[src/sv/sps_pkg.sv]
`timescale 1ns / 1ps
// shared types, codes, constants and phase tables for the stepper phase sequencer
package sps_pkg;

  // command codes
  localparam logic [1:0] CMD_MOVE = 2'd0;
  localparam logic [1:0] CMD_TICK = 2'd1;
  localparam logic [1:0] CMD_STOP = 2'd2;

  // register indexes
  localparam logic [1:0] REG_STEPS_PER_REV = 2'd0;
  localparam logic [1:0] REG_SPEED_RPM     = 2'd1;
  localparam logic [1:0] REG_WIRE_MODE     = 2'd2;

  // wiring modes
  localparam logic [1:0] WIRE_TWO  = 2'd0;
  localparam logic [1:0] WIRE_FOUR = 2'd1;
  localparam logic [1:0] WIRE_FIVE = 2'd2;

  localparam int CFG_W      = 16;
  localparam int INTERVAL_W = 26;
  localparam int DIV_NUM_W  = 26;
  localparam int DIV_DEN_W  = 32;

  localparam logic [DIV_NUM_W-1:0]  US_PER_MINUTE  = 26'd60_000_000;
  localparam logic [INTERVAL_W-1:0] INTERVAL_RESET = 26'd5000;
  localparam logic [CFG_W-1:0]      SPR_RESET      = 16'd200;
  localparam logic [CFG_W-1:0]      RPM_RESET      = 16'd60;
  localparam logic [1:0]            WIRE_RESET     = WIRE_FOUR;

  // x / 10 is (x * PHASE_RECIP) >> PHASE_SHIFT for any 16-bit x
  localparam logic [15:0] PHASE_RECIP = 16'd52429;
  localparam int          PHASE_SHIFT = 19;

  typedef enum logic [2:0] {
    ST_IDLE,
    ST_CFG_MUL,
    ST_CFG_GO,
    ST_CFG_WAIT,
    ST_MOD_GO,
    ST_MOD_WAIT,
    ST_DONE
  } seq_state_t;

  function automatic logic [4:0] two_wire_coils(input logic [1:0] ph);
    logic [4:0] c;
    case (ph)
      2'd0:    c = 5'd2;
      2'd1:    c = 5'd3;
      2'd2:    c = 5'd1;
      default: c = 5'd0;
    endcase
    return c;
  endfunction

  function automatic logic [4:0] four_wire_coils(input logic [1:0] ph);
    logic [4:0] c;
    case (ph)
      2'd0:    c = 5'd5;
      2'd1:    c = 5'd6;
      2'd2:    c = 5'd10;
      default: c = 5'd9;
    endcase
    return c;
  endfunction

  function automatic logic [4:0] five_wire_coils(input logic [3:0] ph);
    logic [4:0] c;
    case (ph)
      4'd0:    c = 5'd22;
      4'd1:    c = 5'd18;
      4'd2:    c = 5'd26;
      4'd3:    c = 5'd10;
      4'd4:    c = 5'd11;
      4'd5:    c = 5'd9;
      4'd6:    c = 5'd13;
      4'd7:    c = 5'd5;
      4'd8:    c = 5'd21;
      4'd9:    c = 5'd20;
      default: c = 5'd0;
    endcase
    return c;
  endfunction

endpackage

[src/sv/sps_div.sv]
`timescale 1ns / 1ps
// restoring divider, one quotient bit per cycle, for the step interval
module sps_div (
  input  logic                           clk,
  input  logic                           rst,
  input  logic                           start,
  input  logic [sps_pkg::DIV_NUM_W-1:0]  num,
  input  logic [sps_pkg::DIV_DEN_W-1:0]  den,
  output logic                           done,
  output logic [sps_pkg::DIV_NUM_W-1:0]  quot
);
  import sps_pkg::*;

  localparam int CNT_W = $clog2(DIV_NUM_W + 1);

  logic [CNT_W-1:0]     cnt;
  logic                 done_r;
  logic [DIV_NUM_W-1:0] numsh;
  logic [DIV_DEN_W-1:0] rem_r;
  logic [DIV_DEN_W-1:0] den_r;

  logic [DIV_DEN_W:0]   trial;
  logic [DIV_DEN_W:0]   diff;
  logic                 fits;

  always_comb begin
    trial = {rem_r, numsh[DIV_NUM_W-1]};
    diff  = trial - {1'b0, den_r};
    fits  = trial >= {1'b0, den_r};
  end

  always_ff @(posedge clk) begin
    if (rst) begin
      cnt    <= '0;
      done_r <= 1'b0;
    end else begin
      done_r <= 1'b0;
      if (start) begin
        cnt <= CNT_W'(DIV_NUM_W);
      end else if (cnt != '0) begin
        cnt <= cnt - CNT_W'(1);
        if (cnt == CNT_W'(1)) begin
          done_r <= 1'b1;
        end
      end
    end
  end

  // quotient bits shift in behind the dividend bits
  always_ff @(posedge clk) begin
    if (start) begin
      numsh <= num;
      rem_r <= '0;
      den_r <= den;
    end else if (cnt != '0) begin
      numsh <= {numsh[DIV_NUM_W-2:0], fits};
      rem_r <= fits ? diff[DIV_DEN_W-1:0] : trial[DIV_DEN_W-1:0];
    end
  end

  assign done = done_r;
  assign quot = numsh;

endmodule

[src/sv/stepper_phase_sequencer_top.sv]
`timescale 1ns / 1ps
// stepper motor full-step phase sequencer, top level
//
//  channel | handshake            | payload
//  --------+----------------------+----------------------------------------------
//  in      | in_valid / in_ready  | command, step_count
//  out     | out_valid / out_ready| coils, stepped, busy_res, position, moving_forward
//  cfg     | cfg_we (no wait)     | cfg_index, cfg_data
//
//  an accepted item goes to ST_DONE and the output register loads there once free;
//  a five-wire step first passes ST_MOD_GO and ST_MOD_WAIT for position mod 10
//  by a reciprocal multiply; a write of steps_per_rev or speed_rpm holds in_ready
//  low while the divider works out the step interval, one quotient bit per cycle
//  reset needs no clearing pass; a new word is taken while the output
//  register still holds an untaken result, the next result waits behind it
module stepper_phase_sequencer_top #(
  parameter int ELAPSED_WIDTH  = 32,
  parameter int POSITION_WIDTH = 16
) (
  input  logic                       clk,
  input  logic                       rst,
  input  logic                       in_valid,
  output logic                       in_ready,
  input  logic [1:0]                 command,
  input  logic signed [15:0]         step_count,
  output logic                       out_valid,
  input  logic                       out_ready,
  output logic [4:0]                 coils,
  output logic                       stepped,
  output logic                       busy_res,
  output logic [15:0]                position,
  output logic                       moving_forward,
  input  logic                       cfg_we,
  input  logic [1:0]                 cfg_index,
  input  logic [sps_pkg::CFG_W-1:0]  cfg_data
);
  import sps_pkg::*;

  localparam int EW = ELAPSED_WIDTH;
  localparam int PW = POSITION_WIDTH;

  // configuration
  logic [CFG_W-1:0] spr;
  logic [CFG_W-1:0] rpm;
  logic [1:0]       wire_mode;
  logic             cfg_dirty;

  // motor state
  logic [PW-1:0]         step_pos;
  logic                  fwd;
  logic [15:0]           steps_rem;
  logic [EW-1:0]         elapsed;
  logic [4:0]            coil_lv;
  logic [INTERVAL_W-1:0] interval;
  logic [DIV_DEN_W-1:0]  prod;
  logic                  stepped_r;

  seq_state_t state, state_next;

  // divider hookup
  logic                 div_start;
  logic [DIV_NUM_W-1:0] div_num;
  logic [DIV_DEN_W-1:0] div_den;
  logic                 div_done;
  logic [DIV_NUM_W-1:0] div_quot;

  // five-wire phase
  logic [31:0] mod_prod;
  logic [2:0]  mod_q;
  logic [3:0]  mod_rem;

  logic in_acc;
  logic out_load;

  // per-item update
  logic [CFG_W-1:0] spr_nz;
  logic [CFG_W-1:0] rpm_nz;
  logic [16:0]      lim17;
  logic [16:0]      rev17;
  logic [PW:0]      rev_eff;
  logic [15:0]      rem_ld;
  logic             dir_ld;
  logic [EW-1:0]    el_ld;
  logic             do_step;
  logic [PW:0]      pos_inc;
  logic [PW:0]      rev_m1;
  logic [PW-1:0]    pos_new;
  logic [4:0]       coil_new;
  logic             need_mod;

  sps_div u_div (
    .clk   (clk),
    .rst   (rst),
    .start (div_start),
    .num   (div_num),
    .den   (div_den),
    .done  (div_done),
    .quot  (div_quot)
  );

  assign in_ready = (state == ST_IDLE) && !cfg_dirty;
  assign in_acc   = in_valid && in_ready;

  always_comb begin
    spr_nz  = (spr == '0) ? CFG_W'(1) : spr;
    rpm_nz  = (rpm == '0) ? CFG_W'(1) : rpm;
    lim17   = 17'(1) << PW;
    rev17   = ({1'b0, spr_nz} > lim17) ? lim17 : {1'b0, spr_nz};
    rev_eff = rev17[PW:0];
    rev_m1  = rev_eff - (PW+1)'(1);

    rem_ld = steps_rem;
    dir_ld = fwd;
    el_ld  = elapsed;
    case (command)
      CMD_MOVE: begin
        if (step_count[15]) begin
          dir_ld = 1'b0;
          rem_ld = 16'(-step_count);
        end else begin
          if (step_count != 16'sd0) begin
            dir_ld = 1'b1;
          end
          rem_ld = step_count;
        end
      end
      CMD_TICK: begin
        if (elapsed != '1) begin
          el_ld = elapsed + EW'(1);
        end
      end
      CMD_STOP: begin
        rem_ld = '0;
      end
      default: begin
      end
    endcase

    do_step = ((command == CMD_MOVE) || (command == CMD_TICK)) && (rem_ld != '0)
              && (el_ld >= EW'(interval));

    // wrap within the revolution, out-of-range positions snap to an end
    pos_inc = {1'b0, step_pos} + (PW+1)'(1);
    if (dir_ld) begin
      pos_new = (pos_inc >= rev_eff) ? '0 : pos_inc[PW-1:0];
    end else if ((step_pos == '0) || ({1'b0, step_pos} >= rev_eff)) begin
      pos_new = rev_m1[PW-1:0];
    end else begin
      pos_new = step_pos - PW'(1);
    end

    coil_new = coil_lv;
    need_mod = 1'b0;
    case (wire_mode)
      WIRE_TWO:  coil_new = two_wire_coils(pos_new[1:0]);
      WIRE_FOUR: coil_new = four_wire_coils(pos_new[1:0]);
      WIRE_FIVE: need_mod = 1'b1;
      default:   coil_new = coil_lv;
    endcase
  end

  // divider works out the interval as 60e6 / (spr * rpm)
  assign div_start = (state == ST_CFG_GO);
  assign div_num   = US_PER_MINUTE;
  assign div_den   = prod;

  // position mod 10: only the low quotient bits matter, the remainder fits in 4 bits
  assign mod_prod = 32'(16'(step_pos)) * 32'(PHASE_RECIP);
  assign mod_rem  = step_pos[3:0] - {mod_q[0], 3'b000} - {mod_q, 1'b0};

  assign out_load = (state == ST_DONE) && (!out_valid || out_ready);

  always_comb begin
    state_next = state;
    unique case (state)
      ST_IDLE: begin
        if (cfg_dirty) begin
          state_next = ST_CFG_MUL;
        end else if (in_valid) begin
          state_next = (do_step && need_mod) ? ST_MOD_GO : ST_DONE;
        end
      end
      ST_CFG_MUL:  state_next = ST_CFG_GO;
      ST_CFG_GO:   state_next = ST_CFG_WAIT;
      ST_CFG_WAIT: if (div_done) state_next = ST_IDLE;
      ST_MOD_GO:   state_next = ST_MOD_WAIT;
      ST_MOD_WAIT: state_next = ST_DONE;
      ST_DONE:     if (!out_valid || out_ready) state_next = ST_IDLE;
      default:     state_next = ST_IDLE;
    endcase
  end

  always_ff @(posedge clk) begin
    if (rst) begin
      state <= ST_IDLE;
    end else begin
      state <= state_next;
    end
  end

  // configuration registers
  always_ff @(posedge clk) begin
    if (rst) begin
      spr       <= SPR_RESET;
      rpm       <= RPM_RESET;
      wire_mode <= WIRE_RESET;
      cfg_dirty <= 1'b0;
    end else begin
      if ((state == ST_IDLE) && cfg_dirty) begin
        cfg_dirty <= 1'b0;
      end
      if (cfg_we) begin
        unique case (cfg_index)
          REG_STEPS_PER_REV: begin
            spr       <= cfg_data;
            cfg_dirty <= 1'b1;
          end
          REG_SPEED_RPM: begin
            rpm       <= cfg_data;
            cfg_dirty <= 1'b1;
          end
          REG_WIRE_MODE: wire_mode <= cfg_data[1:0];
          default: begin
          end
        endcase
      end
    end
  end

  always_ff @(posedge clk) begin
    if (state == ST_CFG_MUL) begin
      prod <= DIV_DEN_W'(spr_nz) * DIV_DEN_W'(rpm_nz);
    end
  end

  always_ff @(posedge clk) begin
    if (state == ST_MOD_GO) begin
      mod_q <= mod_prod[PHASE_SHIFT+2:PHASE_SHIFT];
    end
  end

  // motor state
  always_ff @(posedge clk) begin
    if (rst) begin
      step_pos  <= '0;
      fwd       <= 1'b0;
      steps_rem <= '0;
      elapsed   <= '0;
      coil_lv   <= '0;
      interval  <= INTERVAL_RESET;
      stepped_r <= 1'b0;
    end else begin
      if (in_acc) begin
        fwd       <= dir_ld;
        stepped_r <= do_step;
        if (do_step) begin
          step_pos  <= pos_new;
          steps_rem <= rem_ld - 16'd1;
          elapsed   <= '0;
          coil_lv   <= coil_new;
        end else begin
          steps_rem <= rem_ld;
          elapsed   <= el_ld;
          if (command == CMD_STOP) begin
            coil_lv <= '0;
          end
        end
      end
      if ((state == ST_CFG_WAIT) && div_done) begin
        interval <= div_quot[INTERVAL_W-1:0];
      end
      if (state == ST_MOD_WAIT) begin
        coil_lv <= five_wire_coils(mod_rem);
      end
    end
  end

  // output register
  always_ff @(posedge clk) begin
    if (rst) begin
      out_valid <= 1'b0;
    end else if (out_load) begin
      out_valid <= 1'b1;
    end else if (out_ready) begin
      out_valid <= 1'b0;
    end
  end

  always_ff @(posedge clk) begin
    if (out_load) begin
      coils          <= coil_lv;
      stepped        <= stepped_r;
      busy_res       <= steps_rem != '0;
      position       <= 16'(step_pos);
      moving_forward <= fwd;
    end
  end

`ifndef SYNTH
  // an interval register write blocks new words until the divider has rerun
  a_cfg_blocks: assert property (@(posedge clk) disable iff (rst)
    cfg_we && ((cfg_index == REG_STEPS_PER_REV) || (cfg_index == REG_SPEED_RPM))
    |=> !in_ready)
    else $error("word accepted before interval recompute");

  // a step clears the elapsed counter
  a_step_clears: assert property (@(posedge clk) disable iff (rst)
    in_acc && do_step |=> (elapsed == '0) && stepped_r)
    else $error("step did not clear elapsed time");

  // stop cancels the move and drops every coil
  a_stop: assert property (@(posedge clk) disable iff (rst)
    in_acc && (command == CMD_STOP) |=> (steps_rem == '0) && (coil_lv == '0) && !stepped_r)
    else $error("stop left the motor driven");

  // a word is accepted only in the idle state, never while the divider is in use
  a_div_idle: assert property (@(posedge clk) disable iff (rst)
    in_acc |-> (state == ST_IDLE) && !div_done)
    else $error("word accepted during divider use");
`endif

endmodule

[config.mk]
export PLATFORM = sky130hd
export DESIGN_NAME = stepper_phase_sequencer_top
export DESIGN_NICKNAME = d
export VERILOG_FILES = /design/src/sv/sps_pkg.sv /design/src/sv/sps_div.sv /design/src/sv/stepper_phase_sequencer_top.sv
export SDC_FILE = /design/constraint.sdc
export NUM_CORES = 2
export LEC_CHECK = 0
export ABC_AREA = 0
export BUFFER_PORTS_ARGS = -buffer_cell sky130_fd_sc_hd__buf_2
export CAP_MARGIN = 10
export CORE_MARGIN = 3
export CORE_UTILIZATION = 30
export CTS_BUF_LIST = sky130_fd_sc_hd__clkbuf_2 sky130_fd_sc_hd__clkbuf_4 sky130_fd_sc_hd__clkbuf_8
export DETAILED_ROUTE_END_ITERATION = 10
export GPL_TIMING_DRIVEN = 0
export HOLD_SLACK_MARGIN = 0.1
export PLACE_DENSITY = 0.46
export SYNTH_ARGS = -nofsm -noshare
export SYNTH_HDL_FRONTEND = slang
export SYNTH_HIERARCHICAL = 1
export SYNTH_SLANG_ARGS = --single-unit
[constraint.sdc]
create_clock -name clk -period 8.8 [get_ports clk]
set_input_delay 0 -clock clk [delete_from_list [all_inputs] [get_ports clk]]
set_output_delay 0 -clock clk [all_outputs]
set_load 0.05 [all_outputs]
==> key figures <==
Floorplan
  • Core Rows: 113
  • IO Pins: 67
  • Core ar.: 95300 sq um
  • Initial cell density of the core: 30.4%
  • Chip height: 317 um
  • DIE AREA: 100000 sq um
  • Die W: 317 um

Placement
  • DPL Wire Length: 70000 um
  • Port bufs: 64
  • Placed insts: 4626
  • Final Wtd Congestion: 0.878

Yosys
  • Mapped cell area: 29000 sq um
  • Synth async-reset ratio: 0%
  • Synth Instances: 3270
  • Syn Area/Cell: 8.86 sq um
  • Register area share after synthesis: 24.2%
  • Main synth FF type: dfxtp_1
  • Yosys top cell area share: 17.9%
  • Top cell type by total area after synthesis: fa_1
  • Post-synth EDFFs: 117
  • Top cells by area, synth: fa_1 (18%), ha_1 (13%), edfxtp_1 (12%)
  • Post-synth cell types: 95
  • YS warnings: 6
  • FF+latch count, synth: 291

Setup path
  • CP startpoint: spr[10]
  • Worst r2r src: spr[10]
  • Data arrival, critical path: 8.65 ns
  • CP endpoint kind: register
  • Max FO, Critical Path: 11
  • WS Path Type: register to register
  • Startpoint types: register
  • Critical Path RT: 9.19 ns

Pwr
  • LEAKAGE: 14.6 nW
  • Pwr Density: 173 nW/um^2
  • Worst IR drop on VDD: 0.126 mV

Detailed routing
  • DRC viols: 0
  • Final antenna-violating net count: 0
  • Vias: 23900
  • Routed WL per cell: 18.9 um
  • Routed WL: 91100 um
  • Drt pass-1 iters: 5
  • Via density per instance: 4.96
  • Iteration-0 DRC Markers: 1407

Clock tree
  • TritonCTS buffer count: 58
  • Clock buffer depth: 3
  • Sink Count: 291
  • TritonCTS clock tree: yes
  • H-Tree Depth: 2
  • Root Driver: clkbuf_8
  • Clock-pin slew on the worst setup and hold paths: 0.06 ns
  • Worst-Skew Late Latency: 0.70 ns

Global routing
  • Vias in the first global route: 24100
  • First-pass GRT wire length: 142000 um
  • Largest net degree at the start of global routing: 35
  • Overflow after GRT: 0
  • Initial antenna violation count: 2
  • Gr busiest metal: met2
  • Gr usage total: 18.2%
  • M3 GR Usage: 3.07%
  • Met1 Usage GRT: 25.6%
  • M2 GR Usage: 29.0%

Cells and area
  • Layout cells sized above 1: 7.35%
  • Seq. cell area: 7000 sq um
  • Area of the multi-input gates: 19700 sq um
  • FILL cells: 10100
  • Non-filler instance count after layout: 4815
  • Final core occ: 34.7%
  • Layout area overhead: 14.2%
  • Nets: 4095

STA
  • Post-layout min period: 8.27 ns
  • Fmax: 0.121 GHz
  • Worst Skew: 0.0432 ns
  • Final Cycle Share: 93.9%
  • Worst-Margin Slew: 1.18 ns
  • RSZ-0062 raised after global routing: no
  • Relative slew slack: 21.0%
  • Final setup violation count: 0
  • Fin. Hold Viols: 0
  • Max-slew violations: 0

Min path
  • Hold Path Origin: step_count[5]
  • Hold Path Class: input port to register

Run
  • Maxcap violations: 0

Outcome
  • Status: completed
-- metrics by stage --
step	setup WS (ns)	power, mW	instance area, sq um	hold slack, ns	setup TNS [ns]
floorplan	2.02	3.56	29000	0.0724	0
global placement	-0.171	4.19	30900	0.266	-0.309
detailed placement	-0.145	4.18	31000	0.266	-0.186
CTS	0.0545	5.78	33100	0.106	0
global route	0.0241	6.13	33100	0.193	0
finish	0.534	5.71	33100	0.181	0
-- final timing paths --
path	end	slack (ns)	cells past startpoint
max	div_den[31]	0.53	26
min	steps_rem[15]	0.18	7
max reg2reg	div_den[31]	0.53	26
min reg2reg	u_div/den_r[5]	0.39	0
-- cell type report --
class | instances | area share (%)
Antenna cell | 1 | 0.00757
Buffer | 154 | 1.91
Clock buffer | 79 | 2.97
Clock inverter | 31 | 0.817
Inverter | 460 | 5.23
Multi-Input combinational cell | 2388 | 59.6
Sequential cell | 291 | 21.2
Tap cell | 1265 | 4.79
Timing Repair Buffer | 146 | 3.49
-- worst max-delay path, stage by stage (launching register included) --
cell and delay (ns):
dfxtp_1 0.30, clkbuf_1 0.29, nor3_1 0.27, and4_1 0.31, a31oi_2 0.20, clkinv_2 0.19
clkbuf_1 0.55, nand2_1 0.18, fa_1 0.54, fa_1 0.44, inv_1 0.07, ha_1 0.13
inv_1 0.05, fa_1 0.57, fa_1 0.45, fa_1 0.54, inv_1 0.04, ha_1 0.35
o21a_1 0.20, o21a_1 0.17, a211oi_1 0.29, o21bai_1 0.22, o21ai_0 0.44, nand2_1 0.26
a41o_1 0.32, o41ai_1 0.34, xnor2_1 0.22
-- Yosys cell counts, types with 10 or more instances --
library cell,n
o21ai_0,77
nor2b_1,22
and2_1,125
a21o_1,28
and4_1,10
fa_1,259
xnor2_1,106
nand4_1,42
a31oi_1,19
xor2_1,27
nand3_1,104
a21oi_1,179
nor3_1,67
mux2_2,29
and3_1,21
nor4_1,29
a211oi_1,48
nand2b_1,22
o21a_1,16
or4_1,14
or3_1,11
o211ai_1,33
nand2_1,392
nor2_1,164
o32ai_1,15
dfxtp_1,174
edfxtp_1,117
buf_2,16
mux2i_1,24
ha_1,296
o21bai_1,11
clkbuf_1,122
inv_1,458
buf_1,12
-- cells in the final DEF, fill, tap and decap left out, types with 15 or more instances in the layout --
cell type	instances
clkbuf_8	62
mux2_2	29
nor3_1	67
mux2i_1	24
inv_1	458
ha_1	296
o211ai_1	33
conb_1	26
a21oi_1	179
o21a_1	16
nor2b_1	21
and3_1	21
dfxtp_1	174
nand2b_1	21
xor2_1	27
nand3_1	104
fa_1	259
a21o_1	28
a31oi_1	18
dlygate4sd3_1	79
clkinv_2	16
o32ai_1	15
clkbuf_1	121
and2_1	125
nor4_1	28
a211oi_1	48
buf_2	80
edfxtp_1	117
o21ai_0	77
clkbuf_4	17
xnor2_1	106
nor2_1	162
nand4_1	42
nand2_1	392
-- sequential cells by signal, indices dropped and copies added, names as in the netlist, 5 cells and up --
signal,flops
spr,16
interval,26
elapsed,32
steps_rem,16
rpm,16
div_den,32
u_div/den_r,32
u_div/rem_r,32
coils,5
step_pos,16
coil_lv,5
position,16
u_div/quot,26
u_div/cnt,5
-- where the power goes --
part           switching, mW  internal (mW)
clock network          0.670          0.848
registers              0.144           1.69
logic                   1.42          0.941
-- per-layer routing --
metal  up-vias  share of wire [%]
met3       128                5.2
li1      11500                  -
met5         -                  0
met1     11700                 47
met4         0                2.5
met2       538                 45
-- timing repair --
item / CTS / global route
setup endpoints to repair: 4 / 6
gates resized for setup: 3 / 1
cloned: 0 / 0
pin swaps: 0 / 0
endpoints found under the hold margin: 73 / 0
setup buffers: 0 / 0
hold buffers: 79 / 0
-- logic make-up after synthesis --
kind of cell	count (synthesis)	share of synthesized area, %
other cells	2	0.0259
buf+inv	615	8.16
simple gates	1075	18.3
mux	53	1.96
xor+xnor	133	4.02
compound gates	546	12.6
flops	291	24.2
fa+ha+maj	555	30.7
Power figures use the tool's default switching activity.
